<file path="src/rtl/fte_pkg.sv">
// Shared types and constants for the binary indexed tree engine.
package fte_pkg;

  localparam int SUM_W = 32;
  localparam int OP_W  = 2;

  localparam logic [OP_W-1:0] OP_ADD    = 2'd0;
  localparam logic [OP_W-1:0] OP_PREFIX = 2'd1;
  localparam logic [OP_W-1:0] OP_SELECT = 2'd2;

  // Controller to datapath
  typedef struct packed {
    logic clear;     // write zero at the sweep address and advance it
    logic load;      // capture an input item and issue its first read
    logic step;      // consume one node read and issue the next
    logic out_load;  // move the finished result into the output register
  } fte_cmd_t;

  // Datapath to controller
  typedef struct packed {
    logic clear_last;   // sweep is at the last entry
    logic load_walk;    // item at the input needs a tree walk
    logic load_result;  // item at the input gives a result
    logic walk_done;    // current node is the last of the walk
    logic held_result;  // item in work gives a result
  } fte_sts_t;

endpackage

</file>
<file path="src/rtl/fte_ctrl.sv">
// Control state machine: clearing sweep, item intake, tree walk and result hand-off.
module fte_ctrl (
  input  logic              clk,
  input  logic              rst,
  input  logic              in_valid,
  output logic              in_ready,
  output logic              out_valid,
  input  logic              out_ready,
  input  fte_pkg::fte_sts_t sts,
  output fte_pkg::fte_cmd_t cmd
);
  import fte_pkg::*;

  localparam logic [1:0] ST_CLEAR  = 2'd0;
  localparam logic [1:0] ST_IDLE   = 2'd1;
  localparam logic [1:0] ST_WALK   = 2'd2;
  localparam logic [1:0] ST_FINISH = 2'd3;

  logic [1:0] state, state_next;
  logic       out_valid_next;
  logic       out_free;

  assign out_free = !out_valid || out_ready;
  assign in_ready = (state == ST_IDLE);

  always_comb begin
    state_next = state;
    cmd        = '0;
    unique case (state)
      ST_CLEAR: begin
        cmd.clear = 1'b1;
        if (sts.clear_last) begin
          state_next = ST_IDLE;
        end
      end
      ST_IDLE: begin
        if (in_valid) begin
          cmd.load = 1'b1;
          if (sts.load_walk) begin
            state_next = ST_WALK;
          end else if (sts.load_result) begin
            state_next = ST_FINISH;
          end
        end
      end
      ST_WALK: begin
        cmd.step = 1'b1;
        if (sts.walk_done) begin
          state_next = sts.held_result ? ST_FINISH : ST_IDLE;
        end
      end
      ST_FINISH: begin
        // hold until the output register is free
        if (out_free) begin
          cmd.out_load = 1'b1;
          state_next   = ST_IDLE;
        end
      end
      default: state_next = ST_IDLE;
    endcase
  end

  assign out_valid_next = cmd.out_load || (out_valid && !out_ready);

  always_ff @(posedge clk) begin
    if (rst) begin
      state     <= ST_CLEAR;
      out_valid <= 1'b0;
    end else begin
      state     <= state_next;
      out_valid <= out_valid_next;
    end
  end

endmodule

</file>
<file path="config.mk">
export PLATFORM = sky130hd
export DESIGN_NAME = fte_ctrl
export DESIGN_NICKNAME = d
export VERILOG_FILES = /design/src/rtl/fte_pkg.sv /design/src/rtl/fte_ctrl.sv
export SDC_FILE = /design/constraint.sdc
export NUM_CORES = 1
export LEC_CHECK = 0
export ABC_AREA = 0
export BUFFER_PORTS_ARGS = -buffer_cell sky130_fd_sc_hd__buf_4
export CAP_MARGIN = 30
export CORE_AREA = 8 8 45 47
export CTS_CLUSTER_SIZE = 28
export DETAILED_ROUTE_END_ITERATION = 8
export DIE_AREA = 0 0 53 55
export GPL_TIMING_DRIVEN = 0
export MAX_ROUTING_LAYER = met4
export PLACE_DENSITY = 0.46
export RECOVER_POWER = 100
export SLEW_MARGIN = 10
export SYNTH_ARGS = -nofsm -noshare
export SYNTH_HDL_FRONTEND = slang
export SYNTH_SLANG_ARGS = --single-unit
</file>
<file path="constraint.sdc">
create_clock -name clk -period 3.5 [get_ports clk]
set_input_delay 0.7 -clock clk [delete_from_list [all_inputs] [get_ports clk]]
set_output_delay 0.7 -clock clk [all_outputs]
set_load 0.05 [all_outputs]
</file>
# --- Word-level counts from Yosys, hierarchy flattened ---
# Cells that the tools add are included.
totals:
  elab_cells: 31
  in_bits: 9
  latchBits: 0
  ramBits: 0
  rom_bits: 0
  n_memories: 0
  regBits: 3
  output_inout_bits: 6
op_classes:
  n_addsub: 0
  n_div: 0
  muxes: 14
  eq_ne: 8
  shifts: 0
  n_lt_le_gt_ge: 0
  reduce_logical: 7
  multipliers: 0
  bitwise: 0
ops:
  columns: ["op", "n"]
  rows:
  - ["2-to-1 mux 2 bit", 7]
  - ["!= test 2 bit, second input constant", 4]
  - ["case mux 2 bit (4 select lines)", 1]
  - ["2-to-1 mux 1 bit", 6]
  - ["AND reduction 5 bit", 1]
  - ["equality test 2 bit, second input constant", 2]
  - ["!= test 3 x 1 -> 1 bit, second input constant", 1]
  - ["equality test 2 x 1 -> 1 bit, second input constant", 1]
  - ["zero test 1 bit", 2]
  - ["zero test 2 bit", 1]
  - ["logical OR 1 bit", 2]
  - ["logical AND 1 bit", 1]

# --- Depth between registers and ports, before layout ---
logic_depth:
  word_depth: 5
  depth_mapped: 6
  ltp_nobuf: 6

# --- Worst setup path before layout ---
# Ideal clock, no wire load.
synth_timing:
  kind: "input to output"
  startpoint: "in out_ready"
  endpoint: "out cmd[0] (netlist bit)"
  n_path_buf: 0
  path_stages: 2
  required_time_ps: 2800
  slack_ps: 1363
  arrival_time_ps: 1437
  cell_sequence: "nor2b_4 -> nor2b_1"
synth_rtl:
  columns: ["item", "line_no", "source"]
  rows:
  - ["start, declared", "fte_ctrl.sv:8", "input logic out_ready,"]
  - ["end, declared", "fte_ctrl.sv:10", "output fte_pkg::fte_cmd_t cmd"]

==> results.yml <==
logic_synthesis:
  avgSynthCellArea_um2: 10.3
  ys_seq_area_share_pct: 19.4
  yosysWarningCount: 0
  synth_cells: 30
  ys_types: 19
  syn_nets: 43
  ys_ff_latch: 3
  netlist_area_um2: 309
global_routing:
  grt_pass1_wl_mm: 1.24
  track_usage_pct: 6.08
  antenna_found_initial: 0
  grt-ovfl-total: 0
  grt_max_degree: 6
  first_global_vias: 292
layout:
  multi_input_area_um2: 219
  final_common_cell: "buf_4"
  syn_to_final_growth_pct: 36.8
  antenna_cells: 0
  final_layout_size_suffix_gt1_share_pct: 41.7
  layout_common_cells: "buf_4, clkbuf_1, inv_1, ha_1"
  n_fill_cell: 164
  regArea_um2: 60.1
  final_nets: 62
  final_util_pct: 30.6
cts:
  htree_levels: 1
  cts-root-buf: "clkbuf_4"
  post_cts_resized: 0
  cts_setup_buffers: 0
  cts_num_sinks: 3
  clock_path_buffers: 2
  insertion_delay_ps: 230
  clkTransAtPathRegs_ps: 40
  cts_hold_buffers: 0
  cts_made_buffers: 3
  cts_tree: "done"
floorplan:
  initial_core_util_pct: 22.3
  dieArea_um2: 2920
  die_h_um: 55
  num_rows: 14
  fp.dieW_um: 53
  pin_count: 15
  core-area_um2: 1380
drt:
  ant_nets: 0
  viasPerCell: 4.25
  vias: 272
  drt_iter0_markers: 5
  avgRoutedWirePerCell_um: 11.5
  drt_pass1_iterations: 2
  top_layer_used: "met3"
  drc: 0
  routed_wl_um: 734
  wl_met3_um: 102
  dr_wl_met2_um: 317
  wl_met1_um: 314
worst_setup_path:
  arrival_ps: 1540
  critical_path.max_fanout: 4
  worstPathRequired_ps: 2800
  reg2reg_slack_ps: 2090
  regToRegEndpoint: "state[0]$_SDFFE_PP0P_"
  r2r_cells: 6
  worstSetupStartpointType: "register"
  crit_type: "register to output pin"
  cp-end-kind: "output pin"
  regToRegStartpoint: "state[0]$_SDFFE_PP0P_"
power:
  irDropWorstVdd_uv: 164
  p_per_area_nw_per_um2: 538
  power_leakage_nw: 0.177
sta:
  min_period_over_period_pct: 64.0
  worst_slew_margin_rel_pct: 59.7
  fin_skew_ps: 0.375
  rsz0062_at_grt: "no"
  hold_slack_ps: 528
  max_freq_mhz: 447
  fin_crit_ps: 2240
  drv_slew: 0
  worst_pin_slew_ps: 607
  setup_tns_ps: 0
  finalSetupViolCount: 0
  hold_viol: 0
run_status:
  outcome: "finished clean"
min_path:
  hold_start: "state[1]$_SDFFE_PP0P_"
  hold_depth: 2
  hp-class: "register to register"
  hold_end: "state[1]$_SDFFE_PP0P_"
placed_design:
  place_hpwl_um: 607
  io_buffers: 14
  routabilityCongestion: 0.723
job:
  max_cap_violations: 0
## metrics by stage
| stage | setup slack, ps | cell area (µm²) | total power [mW] | cells |
|---|---|---|---|---|
| floorplan | 1360 | 309 | 0.151 | 30 |
| global placement | 1560 | 434 | 0.187 | 60 |
| detailed placement | 1560 | 434 | 0.187 | 60 |
| CTS | 1490 | 460 | 0.251 | 64 |
| global route | 1150 | 423 | 0.251 | 64 |
| finish | 1260 | 423 | 0.228 | 64 |
## flip-flops by register name (all words and copies together), names as in the netlist
register and count:
out_valid 1, state 2
## layer usage
metal  track usage (%)  vias to the layer above
li1                  -                      141
met3              2.67                        0
met4              6.47                        0
met2              8.20                       11
met1              6.22                      120
met5                 -                        -
## layout make-up
cell class	count	share of cell area (%)
inverters	4	3.55
multi-input cells	23	51.8
clock buffers	4	6.21
flip-flops and latches	3	14.2
well taps	16	4.73
repair buffers	14	19.5
## worst max-delay path, cell delays in order (launching register included)
cell      delay, ps
dfxtp_1         390
ha_1            290
nor2b_1         150
clkbuf_1        470
## kinds of logic (layout without fill, tap and decap cells)
kind of cell,count (synthesis),count (layout),share of synthesized area [%]
AO/OA/AOI/OAI,8,8,32.4
adder cells (fa/ha/maj),4,4,16.2
buffers and inverters,4,22,4.86
flip-flops,3,3,19.4
AND/OR/NAND/NOR,11,11,27.1
## worst max path at each step
stage,from,to,slack (ps),cells past startpoint
after global placement,out_ready,cmd[0],1560,4
after CTS,state[1]$_SDFFE_PP0P_,cmd[2],1490,4
final,state[0]$_SDFFE_PP0P_,cmd[0],1260,3
after detailed placement,out_ready,cmd[0],1560,4
after global routing,state[1]$_SDFFE_PP0P_,cmd[2],1150,4
after floorplan,out_ready,cmd[0],1360,2
## report_power, final
part	internal, mW	switching, mW
registers	0.0393	0.00586
clock network	0.0427	0.0177
logic	0.0411	0.0809
## synth_stat cells
cell type / number / area, µm²
dfxtp_1: 3 / 60.1
a21oi_1: 2 / 10.0
o2bb2ai_2: 1 / 15.0
a21oi_2: 1 / 8.76
nand2b_2: 2 / 17.5
o21ai_1: 1 / 5.00
nor3_2: 1 / 10.0
inv_1: 4 / 15.0
o221a_4: 1 / 20.0
a2bb2oi_4: 1 / 26.3
ha_1: 4 / 50.1
nand4b_1: 1 / 8.76
and2_2: 1 / 7.51
o221ai_2: 1 / 15.0
nor3_1: 1 / 5.00
nor2b_4: 1 / 13.8
nand3b_1: 1 / 7.51
nor2b_1: 1 / 6.26
nor2_1: 2 / 7.51
No activity file was read; power rests on OpenSTA's default activity.
